[src/sv/pfc_pkg.sv]
// Shared constants, types and codes for the page frame cache
package pfc_pkg;

    // Geometry
    localparam int FRAMES   = 16;
    localparam int IDX_W    = $clog2(FRAMES);
    localparam int FCNT_W   = $clog2(FRAMES + 1);
    localparam int PAGE_W   = 31;
    localparam int FRAME_W  = 4;
    localparam int COUNT_W  = 5;
    localparam int STAT_W   = 32;
    localparam int KIND_W   = 3;
    localparam int OP_W     = 2;

    // Operation codes
    localparam logic [OP_W-1:0] OP_FETCH = 2'd0;
    localparam logic [OP_W-1:0] OP_MARK  = 2'd1;
    localparam logic [OP_W-1:0] OP_FLUSH = 2'd2;

    // Result kinds
    localparam logic [KIND_W-1:0] K_HIT    = 3'd0;
    localparam logic [KIND_W-1:0] K_LOAD   = 3'd1;
    localparam logic [KIND_W-1:0] K_WB     = 3'd2;
    localparam logic [KIND_W-1:0] K_EVLOAD = 3'd3;
    localparam logic [KIND_W-1:0] K_REJECT = 3'd4;
    localparam logic [KIND_W-1:0] K_FWRITE = 3'd5;
    localparam logic [KIND_W-1:0] K_FDONE  = 3'd6;
    localparam logic [KIND_W-1:0] K_MARK   = 3'd7;

    // Sequencer states
    typedef enum logic [3:0] {
        S_IDLE,
        S_FSCAN,
        S_EVICT,
        S_WBACK,
        S_EVLOAD,
        S_SINGLE,
        S_MARK,
        S_FCNT,
        S_FWALK,
        S_FDONE
    } t_state;

    // Write port of the frame table
    typedef struct packed {
        logic              page_en;
        logic              valid_en;
        logic              dirty_en;
        logic [IDX_W-1:0]  addr;
        logic [PAGE_W-1:0] page;
        logic              valid;
        logic              dirty;
    } t_tbl_wr;

    // Read port of the frame table
    typedef struct packed {
        logic [PAGE_W-1:0] page;
        logic              valid;
        logic              dirty;
    } t_tbl_rd;

    // One result transaction as held in the output register
    typedef struct packed {
        logic [KIND_W-1:0]  kind;
        logic [FRAME_W-1:0] frame;
        logic [PAGE_W-1:0]  page;
        logic [COUNT_W-1:0] count;
        logic [STAT_W-1:0]  hits;
        logic [STAT_W-1:0]  misses;
        logic [STAT_W-1:0]  evictions;
        logic [STAT_W-1:0]  writebacks;
        logic               last;
    } t_res;

endpackage

[src/sv/pfc_ifs.sv]
// Valid/ready channel interfaces for request and result transactions
interface pfc_in_if import pfc_pkg::*; ();
    logic                     valid;
    logic                     ready;
    logic [OP_W-1:0]          operation;
    logic signed [STAT_W-1:0] page_id;
    logic [FRAME_W-1:0]       frame_index;

    modport source (output valid, operation, page_id, frame_index, input ready);
    modport sink   (input valid, operation, page_id, frame_index, output ready);
endinterface

interface pfc_out_if import pfc_pkg::*; ();
    logic               valid;
    logic               ready;
    logic [KIND_W-1:0]  kind;
    logic [FRAME_W-1:0] frame;
    logic [PAGE_W-1:0]  disk_page;
    logic [COUNT_W-1:0] flushed_count;
    logic [STAT_W-1:0]  hit_count;
    logic [STAT_W-1:0]  miss_count;
    logic [STAT_W-1:0]  eviction_count;
    logic [STAT_W-1:0]  writeback_count;
    logic               last;

    modport source (output valid, kind, frame, disk_page, flushed_count, hit_count,
                    miss_count, eviction_count, writeback_count, last, input ready);
    modport sink   (input valid, kind, frame, disk_page, flushed_count, hit_count,
                    miss_count, eviction_count, writeback_count, last, output ready);
endinterface

[src/sv/pfc_table.sv]
// Frame table: page numbers plus valid and dirty marks, one read and one write port
module pfc_table import pfc_pkg::*; (
    input  logic             i_clk,
    input  logic             i_rst_n,
    input  logic [IDX_W-1:0] i_rd_addr,
    input  t_tbl_wr          i_wr,
    output t_tbl_rd          o_rd
);

    logic [PAGE_W-1:0] r_page [FRAMES];
    logic [FRAMES-1:0] r_valid;
    logic [FRAMES-1:0] r_dirty;

    // Write page numbers; no reset, only read behind a valid mark
    always_ff @(posedge i_clk) begin
        if (i_wr.page_en) begin
            r_page[i_wr.addr] <= i_wr.page;
        end
    end

    // Update valid and dirty marks
    always_ff @(posedge i_clk) begin
        if (!i_rst_n) begin
            r_valid <= '0;
            r_dirty <= '0;
        end else begin
            if (i_wr.valid_en) begin
                r_valid[i_wr.addr] <= i_wr.valid;
            end
            if (i_wr.dirty_en) begin
                r_dirty[i_wr.addr] <= i_wr.dirty;
            end
        end
    end

    // Read the addressed frame
    assign o_rd.page  = r_page[i_rd_addr];
    assign o_rd.valid = r_valid[i_rd_addr];
    assign o_rd.dirty = r_dirty[i_rd_addr];

endmodule

[src/sv/page_frame_cache_round_robin_unit.sv]
// Page frame cache with round-robin replacement: one frame examined per cycle,
// held while a flush writeback waits on the output. A fetch scans to a hit, else
// loads an empty frame or evicts the victim, writing it back first if dirty.
// One request at a time; the rate is set by the single read port of the frame
// table that the sequencer walks. Output stalls add cycles.
// Synchronous active-low reset empties all frames and clears pointer and counters.
module page_frame_cache_round_robin_unit import pfc_pkg::*; (
    input logic i_clk,
    input logic i_rst_n,
    pfc_in_if.sink    i_in,
    pfc_out_if.source o_out
);

    t_state r_state, n_state;

    // Request and scan registers
    logic [PAGE_W-1:0]  r_page,  n_page;
    logic [FRAME_W-1:0] r_fidx,  n_fidx;
    logic [IDX_W-1:0]   r_idx,   n_idx;
    logic               r_efound, n_efound;
    logic [IDX_W-1:0]   r_eidx,  n_eidx;
    logic [IDX_W-1:0]   r_vic,   n_vic;
    logic [IDX_W-1:0]   r_ptr,   n_ptr;
    logic [FCNT_W-1:0]  r_cnt,   n_cnt;

    // Pending single result
    logic [KIND_W-1:0]  r_pkind, n_pkind;
    logic [IDX_W-1:0]   r_pframe, n_pframe;
    logic [PAGE_W-1:0]  r_ppage, n_ppage;

    // Statistics
    logic [STAT_W-1:0]  r_hits, n_hits;
    logic [STAT_W-1:0]  r_misses, n_misses;
    logic [STAT_W-1:0]  r_evs, n_evs;
    logic [STAT_W-1:0]  r_wbs, n_wbs;

    // Output register
    logic               r_out_valid, n_out_valid;
    t_res               r_out, n_out;

    // Table port and helper signals
    logic [IDX_W-1:0]   rd_addr;
    t_tbl_wr            tbl_wr;
    t_tbl_rd            tbl_rd;
    logic               accept;
    logic               slot_free;
    logic               last_idx;
    logic               match;
    logic               empty_now;
    logic [IDX_W-1:0]   empty_idx;
    logic               vd;
    logic               mark_ok;
    logic               emit;
    logic [KIND_W-1:0]  e_kind;
    logic [IDX_W-1:0]   e_frame;
    logic [PAGE_W-1:0]  e_page;
    logic [COUNT_W-1:0] e_count;
    logic               e_last;

    pfc_table u_table (
        .i_clk     (i_clk),
        .i_rst_n   (i_rst_n),
        .i_rd_addr (rd_addr),
        .i_wr      (tbl_wr),
        .o_rd      (tbl_rd)
    );

    assign i_in.ready = (r_state == S_IDLE);
    assign accept     = i_in.valid && i_in.ready;
    assign slot_free  = !r_out_valid || o_out.ready;
    assign last_idx   = (r_idx == IDX_W'(FRAMES - 1));
    assign match      = tbl_rd.valid && (tbl_rd.page == r_page);
    assign empty_now  = r_efound || !tbl_rd.valid;
    assign empty_idx  = r_efound ? r_eidx : r_idx;
    assign vd         = tbl_rd.valid && tbl_rd.dirty;
    assign mark_ok    = (int'(r_fidx) < FRAMES) && tbl_rd.valid;

    // Select the frame under examination
    always_comb begin
        case (r_state)
            S_EVICT, S_WBACK: rd_addr = r_vic;
            S_MARK:           rd_addr = IDX_W'(r_fidx);
            default:          rd_addr = r_idx;
        endcase
    end

    // Next state
    always_comb begin
        n_state = r_state;
        case (r_state)
            S_IDLE: begin
                if (accept) begin
                    case (i_in.operation)
                        OP_FETCH: n_state = i_in.page_id[STAT_W-1] ? S_SINGLE : S_FSCAN;
                        OP_MARK:  n_state = S_MARK;
                        OP_FLUSH: n_state = S_FCNT;
                        default:  n_state = S_SINGLE;
                    endcase
                end
            end
            S_FSCAN: begin
                if (match) begin
                    n_state = S_SINGLE;
                end else if (last_idx) begin
                    n_state = empty_now ? S_SINGLE : S_EVICT;
                end
            end
            S_EVICT:  n_state = tbl_rd.dirty ? S_WBACK : S_EVLOAD;
            S_WBACK:  if (slot_free) n_state = S_EVLOAD;
            S_EVLOAD: if (slot_free) n_state = S_IDLE;
            S_SINGLE: if (slot_free) n_state = S_IDLE;
            S_MARK:   if (slot_free) n_state = S_IDLE;
            S_FCNT:   if (last_idx) n_state = S_FWALK;
            S_FWALK: begin
                if ((!vd || slot_free) && last_idx) begin
                    n_state = S_FDONE;
                end
            end
            S_FDONE:  if (slot_free) n_state = S_IDLE;
            default:  n_state = S_IDLE;
        endcase
    end

    // Datapath, table writes and result generation
    always_comb begin
        n_page   = r_page;
        n_fidx   = r_fidx;
        n_idx    = r_idx;
        n_efound = r_efound;
        n_eidx   = r_eidx;
        n_vic    = r_vic;
        n_ptr    = r_ptr;
        n_cnt    = r_cnt;
        n_pkind  = r_pkind;
        n_pframe = r_pframe;
        n_ppage  = r_ppage;
        n_hits   = r_hits;
        n_misses = r_misses;
        n_evs    = r_evs;
        n_wbs    = r_wbs;
        tbl_wr   = '0;
        emit     = 1'b0;
        e_kind   = K_REJECT;
        e_frame  = '0;
        e_page   = '0;
        e_count  = '0;
        e_last   = 1'b1;

        case (r_state)
            S_IDLE: begin
                if (accept) begin
                    n_page   = i_in.page_id[PAGE_W-1:0];
                    n_fidx   = i_in.frame_index;
                    n_idx    = '0;
                    n_efound = 1'b0;
                    n_cnt    = '0;
                    n_pkind  = K_REJECT;
                    n_pframe = '0;
                    n_ppage  = '0;
                end
            end
            S_FSCAN: begin
                // Hit ends the scan; otherwise remember the lowest empty frame
                if (match) begin
                    n_hits   = r_hits + 1'b1;
                    n_pkind  = K_HIT;
                    n_pframe = r_idx;
                    n_ppage  = r_page;
                end else if (last_idx) begin
                    if (empty_now) begin
                        tbl_wr.page_en  = 1'b1;
                        tbl_wr.valid_en = 1'b1;
                        tbl_wr.dirty_en = 1'b1;
                        tbl_wr.addr     = empty_idx;
                        tbl_wr.page     = r_page;
                        tbl_wr.valid    = 1'b1;
                        tbl_wr.dirty    = 1'b0;
                        n_misses        = r_misses + 1'b1;
                        n_pkind         = K_LOAD;
                        n_pframe        = empty_idx;
                        n_ppage         = r_page;
                    end else begin
                        n_vic = r_ptr;
                    end
                end else begin
                    if (!tbl_rd.valid && !r_efound) begin
                        n_efound = 1'b1;
                        n_eidx   = r_idx;
                    end
                    n_idx = r_idx + 1'b1;
                end
            end
            S_EVICT: begin
                // Settle counters and advance the pointer before any result goes out
                n_evs    = r_evs + 1'b1;
                n_misses = r_misses + 1'b1;
                if (tbl_rd.dirty) begin
                    n_wbs = r_wbs + 1'b1;
                end
                n_ptr = (r_vic == IDX_W'(FRAMES - 1)) ? '0 : r_vic + 1'b1;
            end
            S_WBACK: begin
                if (slot_free) begin
                    emit    = 1'b1;
                    e_kind  = K_WB;
                    e_frame = r_vic;
                    e_page  = tbl_rd.page;
                    e_last  = 1'b0;
                end
            end
            S_EVLOAD: begin
                if (slot_free) begin
                    emit            = 1'b1;
                    e_kind          = K_EVLOAD;
                    e_frame         = r_vic;
                    e_page          = r_page;
                    tbl_wr.page_en  = 1'b1;
                    tbl_wr.valid_en = 1'b1;
                    tbl_wr.dirty_en = 1'b1;
                    tbl_wr.addr     = r_vic;
                    tbl_wr.page     = r_page;
                    tbl_wr.valid    = 1'b1;
                    tbl_wr.dirty    = 1'b0;
                end
            end
            S_SINGLE: begin
                if (slot_free) begin
                    emit    = 1'b1;
                    e_kind  = r_pkind;
                    e_frame = r_pframe;
                    e_page  = r_ppage;
                end
            end
            S_MARK: begin
                if (slot_free) begin
                    emit    = 1'b1;
                    e_kind  = K_MARK;
                    e_frame = IDX_W'(r_fidx);
                    e_page  = mark_ok ? tbl_rd.page : '0;
                    if (mark_ok) begin
                        tbl_wr.dirty_en = 1'b1;
                        tbl_wr.addr     = IDX_W'(r_fidx);
                        tbl_wr.dirty    = 1'b1;
                    end
                end
            end
            S_FCNT: begin
                // Count dirty frames first so every flush result carries the final total
                n_cnt = r_cnt + FCNT_W'(vd);
                if (last_idx) begin
                    n_wbs = r_wbs + STAT_W'(n_cnt);
                    n_idx = '0;
                end else begin
                    n_idx = r_idx + 1'b1;
                end
            end
            S_FWALK: begin
                if (!vd || slot_free) begin
                    if (vd) begin
                        emit            = 1'b1;
                        e_kind          = K_FWRITE;
                        e_frame         = r_idx;
                        e_page          = tbl_rd.page;
                        e_last          = 1'b0;
                        tbl_wr.dirty_en = 1'b1;
                        tbl_wr.addr     = r_idx;
                        tbl_wr.dirty    = 1'b0;
                    end
                    if (!last_idx) begin
                        n_idx = r_idx + 1'b1;
                    end
                end
            end
            S_FDONE: begin
                if (slot_free) begin
                    emit    = 1'b1;
                    e_kind  = K_FDONE;
                    e_count = COUNT_W'(r_cnt);
                end
            end
            default: begin
                emit = 1'b0;
            end
        endcase

        // Load or drain the output register
        n_out_valid = r_out_valid && !o_out.ready;
        n_out       = r_out;
        if (emit) begin
            n_out_valid      = 1'b1;
            n_out.kind       = e_kind;
            n_out.frame      = FRAME_W'(e_frame);
            n_out.page       = e_page;
            n_out.count      = e_count;
            n_out.hits       = r_hits;
            n_out.misses     = r_misses;
            n_out.evictions  = r_evs;
            n_out.writebacks = r_wbs;
            n_out.last       = e_last;
        end
    end

    // Control registers
    always_ff @(posedge i_clk) begin
        if (!i_rst_n) begin
            r_state     <= S_IDLE;
            r_ptr       <= '0;
            r_hits      <= '0;
            r_misses    <= '0;
            r_evs       <= '0;
            r_wbs       <= '0;
            r_out_valid <= 1'b0;
        end else begin
            r_state     <= n_state;
            r_ptr       <= n_ptr;
            r_hits      <= n_hits;
            r_misses    <= n_misses;
            r_evs       <= n_evs;
            r_wbs       <= n_wbs;
            r_out_valid <= n_out_valid;
        end
    end

    // Payload registers
    always_ff @(posedge i_clk) begin
        r_page   <= n_page;
        r_fidx   <= n_fidx;
        r_idx    <= n_idx;
        r_efound <= n_efound;
        r_eidx   <= n_eidx;
        r_vic    <= n_vic;
        r_cnt    <= n_cnt;
        r_pkind  <= n_pkind;
        r_pframe <= n_pframe;
        r_ppage  <= n_ppage;
        r_out    <= n_out;
    end

    // Drive the result channel
    assign o_out.valid           = r_out_valid;
    assign o_out.kind            = r_out.kind;
    assign o_out.frame           = r_out.frame;
    assign o_out.disk_page       = r_out.page;
    assign o_out.flushed_count   = r_out.count;
    assign o_out.hit_count       = r_out.hits;
    assign o_out.miss_count      = r_out.misses;
    assign o_out.eviction_count  = r_out.evictions;
    assign o_out.writeback_count = r_out.writebacks;
    assign o_out.last            = r_out.last;

endmodule

[src/flat_wrapper.sv]
// flat-port wrapper written by rule: the top's interface ports become plain ports
module page_frame_cache_round_robin_unit_flat import pfc_pkg::*;
  (i_clk, i_rst_n, i_in_valid, i_in_operation, i_in_page_id, i_in_frame_index, i_in_ready, o_out_valid, o_out_kind, o_out_frame, o_out_disk_page, o_out_flushed_count, o_out_hit_count, o_out_miss_count, o_out_eviction_count, o_out_writeback_count, o_out_last, o_out_ready);
  pfc_in_if i_in_i ();
  pfc_out_if o_out_i ();
  input logic i_clk;
  input logic i_rst_n;
  input wire logic [$bits(i_in_i.valid)-1:0] i_in_valid;
  input wire logic [$bits(i_in_i.operation)-1:0] i_in_operation;
  input wire logic [$bits(i_in_i.page_id)-1:0] i_in_page_id;
  input wire logic [$bits(i_in_i.frame_index)-1:0] i_in_frame_index;
  output wire logic [$bits(i_in_i.ready)-1:0] i_in_ready;
  output wire logic [$bits(o_out_i.valid)-1:0] o_out_valid;
  output wire logic [$bits(o_out_i.kind)-1:0] o_out_kind;
  output wire logic [$bits(o_out_i.frame)-1:0] o_out_frame;
  output wire logic [$bits(o_out_i.disk_page)-1:0] o_out_disk_page;
  output wire logic [$bits(o_out_i.flushed_count)-1:0] o_out_flushed_count;
  output wire logic [$bits(o_out_i.hit_count)-1:0] o_out_hit_count;
  output wire logic [$bits(o_out_i.miss_count)-1:0] o_out_miss_count;
  output wire logic [$bits(o_out_i.eviction_count)-1:0] o_out_eviction_count;
  output wire logic [$bits(o_out_i.writeback_count)-1:0] o_out_writeback_count;
  output wire logic [$bits(o_out_i.last)-1:0] o_out_last;
  input wire logic [$bits(o_out_i.ready)-1:0] o_out_ready;
  assign i_in_i.valid = i_in_valid;
  assign i_in_i.operation = i_in_operation;
  assign i_in_i.page_id = i_in_page_id;
  assign i_in_i.frame_index = i_in_frame_index;
  assign i_in_ready = i_in_i.ready;
  assign o_out_valid = o_out_i.valid;
  assign o_out_kind = o_out_i.kind;
  assign o_out_frame = o_out_i.frame;
  assign o_out_disk_page = o_out_i.disk_page;
  assign o_out_flushed_count = o_out_i.flushed_count;
  assign o_out_hit_count = o_out_i.hit_count;
  assign o_out_miss_count = o_out_i.miss_count;
  assign o_out_eviction_count = o_out_i.eviction_count;
  assign o_out_writeback_count = o_out_i.writeback_count;
  assign o_out_last = o_out_i.last;
  assign o_out_i.ready = o_out_ready;
  page_frame_cache_round_robin_unit u_core (.i_clk(i_clk), .i_rst_n(i_rst_n), .i_in(i_in_i), .o_out(o_out_i));
endmodule
[config.mk]
export PLATFORM = sky130hd
export DESIGN_NAME = page_frame_cache_round_robin_unit_flat
export DESIGN_NICKNAME = d
export VERILOG_FILES = /design/src/sv/pfc_pkg.sv /design/src/sv/pfc_ifs.sv /design/src/sv/pfc_table.sv /design/src/sv/page_frame_cache_round_robin_unit.sv /design/src/flat_wrapper.sv
export SDC_FILE = /design/constraint.sdc
export NUM_CORES = 1
export LEC_CHECK = 0
export BUFFER_PORTS_ARGS = -buffer_cell sky130_fd_sc_hd__buf_2
export CAP_MARGIN = 20
export CORE_UTILIZATION = 50
export DETAILED_ROUTE_END_ITERATION = 8
export PLACE_DENSITY = 0.67
export SKIP_CTS_REPAIR_TIMING = 1
export SKIP_LAST_GASP = 1
export SYNTH_ARGS = -nofsm -noshare
export SYNTH_HDL_FRONTEND = slang
export SYNTH_SLANG_ARGS = --single-unit
[constraint.sdc]
create_clock -name i_clk -period 18.9 [get_ports i_clk]
set_input_delay 0.945 -clock i_clk [delete_from_list [all_inputs] [get_ports i_clk]]
set_output_delay 0.945 -clock i_clk [all_outputs]
set_load 0.005 [all_outputs]
==> flow_metrics.tcl <==
set metrics [dict create \
    portBuffers 215 \
    h-tree-depth 3 \
    switching_share_pct 38.3 \
    cp-start-kind "register" \
    hold_ws_ns 0.436 \
    setup.worst_path.end_class "register" \
    drc_errors 0 \
    required_ns 19.21 \
    drt_wl_total_mm 113 \
    drtIter0Drc 3191 \
    max_stage_delay_ns 0.92 \
    synth_cell_types 88 \
    cpMaxStageDelayCell "nor4_1" \
    grt_pass1_vias 25800 \
    vias 26500 \
    dpl.cell_count 3966 \
    synth-main-ff-cell "edfxtp_1" \
    synth.avg_cell_area_um2 13.7 \
    tns_ns 0 \
    path_delay_family "simple AND/OR/NAND/NOR gates" \
    p_int_mw 4.56 \
    p_comb_share_pct 37.0 \
    grt_start_max_net_pins 96 \
    gp_congestion 0.957 \
    use_met2_pct 46.0 \
    start_util_pct 50.8 \
    synth_edf_count 758 \
    cap_violations 0 \
    core_region_area_um2 76500 \
    power_leakage_nw 15.4 \
    rsz0062_at_grt "no" \
    fin_crit_ns 8.18 \
    timing.final.crit_share_pct 43.3 \
    clkPwrFrac_pct 25.7 \
    fp-row-count 101 \
    grt.busiest_layer "met2" \
    relSlewSlack_pct 23.8 \
    grt_overflow_total 0 \
    met3_usage_pct 5.65 \
    cts_tree "done" \
    root_buffer "clkbuf_16" \
    clkTransAtPathRegs_ns 0.06 \
    syn_to_final_growth_pct 14.2 \
    netlist_area_um2 38800 \
    criticalPathCategory "register to register" \
    netlist_instances 2840 \
    fmaxAchievable_ghz 0.122 \
    pwr-share-seq_pct 37.2 \
    numCtsBuffers 95 \
    syn-num-nets 2898 \
    worst_pin_slew_ns 1.13 \
    grtUsageTotal_pct 28.5 \
    crit_buf_inv 2 \
    die_w_um 281 \
    io_pins 216 \
    antenna_found_initial 3 \
    path_cells "and2_1 -> o21ai_0 -> nand2_2 -> buf_4 -> nand2_1 -> or4_1 -> nand3_1 -> o221ai_1 -> or4bb_1 -> nor4_1 -> a21o_1 -> nand3_1 -> nor2_4 -> buf_4" \
    drtPass1Iterations 9 \
    post_drt_wl_per_cell_um 27.3 \
    maxSlewViolCount 0 \
    synth-seq-cells 927 \
    final_nets 3095 \
    async_flop_share_pct 0 \
    cts_sinks 927 \
    fin_cells 4149 \
    crit_fanout 49 \
    dp.final_hpwl_mm 69.8 \
    powerDensity_nw_per_um2 166 \
    hold_violations 0 \
    setup_ws_ns 10.72 \
    peakVddDrop_mv 0.116 \
    seq_area_frac_synth_pct 67.3 \
    post-place-ws_ns 10.96 \
    cts_buffer_depth 3 \
    ys_warn_count 0 \
    outcome "completed" \
    cp.arrival_ns 8.48 \
    clk_latency_ns 0.68 \
    grt_pass1_wl_mm 166 \
    dieHeight_um 281 \
    dieArea_um2 78800 \
    ant_nets 0 \
    met1_usage_pct 37.9 \
    hold_class "register to register" \
    clock_skew_ns 0.0480 \
    p_switching_mw 2.82 \
    layout-drive-gt1-share_pct 17.7 \
    vias_per_cell 6.39 \
    setup_viol 0 \
]
==> final timing paths <==
| kind | from | end | slack [ns] | cells past startpoint |
|---|---|---|---|---|
| hold / removal | u_core.r_evs[16]$_SDFFE_PN0N_ | u_core.o_out.eviction_count[16]$_DFFE_PP_ | 0.44 | 0 |
| setup / recovery | u_core.r_state[2]$_SDFFE_PN0P_ | u_core.u_table.r_page[8][9]$_DFFE_PP_ | 10.72 | 14 |
| setup reg to reg | u_core.r_state[2]$_SDFFE_PN0P_ | u_core.u_table.r_page[8][9]$_DFFE_PP_ | 10.72 | 14 |
| hold reg to reg | u_core.r_evs[16]$_SDFFE_PN0N_ | u_core.o_out.eviction_count[16]$_DFFE_PP_ | 0.44 | 0 |
==> state kept, by name (all words and copies together) (netlist names), 4 cells and up <==
name and cells:
u_core.u_table.r_page 496, u_core.o_out.eviction_count 32, u_core.o_out.hit_count 32, u_core.o_out.miss_count 32, u_core.o_out.writeback_count 32, u_core.r_evs 32
u_core.r_hits 32, u_core.r_misses 32, u_core.r_wbs 32, u_core.o_out.disk_page 31, u_core.r_page 31, u_core.r_ppage 31
u_core.u_table.r_dirty 16, u_core.u_table.r_valid 16, u_core.o_out.flushed_count 5, u_core.r_cnt 5, u_core.o_out.frame 4, u_core.r_eidx 4
u_core.r_fidx 4, u_core.r_idx 4, u_core.r_pframe 4, u_core.r_ptr 4, u_core.r_state 4, u_core.r_vic 4
==> power by group through the flow <==
stage | Sequential (mW) | Clock [mW] | Combinational [mW]
finish | 2.75 | 1.90 | 2.73
global route | 2.77 | 2.00 | 2.86
CTS | 2.75 | 1.92 | 2.67
detailed placement | 2.79 | 0 | 2.65
global placement | 2.79 | 0 | 2.61
floorplan | 2.80 | 0 | 1.63
==> metal layers <==
layer	up-vias	part of all wire, %
met3	269	9.2
met2	1429	47
met4	2	4.1
met1	13400	40
li1	11400	-
met5	-	0.011
==> cell type report <==
type / instances / area, um2
tap: 1030 / 1290
clock inverter: 68 / 711
timing repair buffer: 284 / 1690
inverter: 55 / 209
antenna: 2 / 5.00
sequential: 927 / 26100
clock buffer: 109 / 2460
multi-input combinational: 1674 / 11800
fill: 5944 / 32100
==> cells by family after synthesis <==
group           synth area share (%)
compound gates                  10.2
mux                             5.45
flops                           67.3
fa+ha+maj                      0.535
buf+inv                         2.71
simple gates                    11.6
xor+xnor                        2.12
==> Yosys cell counts (10+ instances only) <==
library cell	n	share of area (%)
edfxtp_1	758	59
nand2_1	217	2.1
nor2_1	177	1.7
dfxtp_1	169	8.7
nand3_1	127	1.6
clkbuf_1	103	1.0
o21ai_0	103	1.3
mux2i_1	72	1.9
and2_1	67	1.1
a21oi_1	65	0.84
xor2_1	63	1.4
mux4_2	59	3.4
a211oi_1	55	1.1
and3_1	55	0.89
inv_1	55	0.53
buf_2	54	0.70
a32oi_1	46	1.0
nand2b_1	37	0.60
nor3_1	36	0.46
nand4_1	31	0.50
xnor2_1	31	0.70
or4_1	29	0.56
a22oi_1	27	0.52
a222oi_1	26	0.67
o31ai_1	26	0.50
nor4_1	24	0.39
o211ai_1	19	0.37
ha_1	15	0.48
o41ai_1	15	0.34
a311oi_1	14	0.32
o311ai_0	14	0.32
nor2b_1	13	0.21
a221o_1	12	0.31
a32o_1	12	0.31
and4_1	12	0.27
nor3b_1	11	0.21
a31oi_1	10	0.16
==> through the flow <==
step | utilization [%] | instance area, um2 | total power, mW
finish | 58.0 | 44400 | 7.38
global route | 58.0 | 44400 | 7.63
CTS | 58.0 | 44300 | 7.34
detailed placement | 53.8 | 41100 | 5.44
global placement | 53.6 | 41000 | 5.40
floorplan | - | 38800 | 4.43
==> cell usage in the layout (no fill, tap or decap), types with 13 or more instances in the layout <==
cell and n:
o311ai_0 14, mux2i_1 72, o31ai_1 23, and2_1 67, nand2_1 216, a211oi_1 55
nand3_1 127, a311oi_1 14, ha_1 15, nand2b_1 37, clkinv_1 19, buf_4 62
a22oi_1 27, clkbuf_16 96, dfxtp_1 169, nor4_1 23, o41ai_1 15, xnor2_1 31
a32oi_1 46, o211ai_1 19, and3_1 55, edfxtp_1 758, nor2_1 163, or4_1 29
inv_1 53, a21oi_1 64, nor2_4 14, nand4_1 31, xor2_1 63, buf_2 214
clkinv_2 18, a222oi_1 26, nor3_1 34, o21ai_0 102, mux4_2 59, nor2b_1 13
Power figures use the tool's default switching activity.
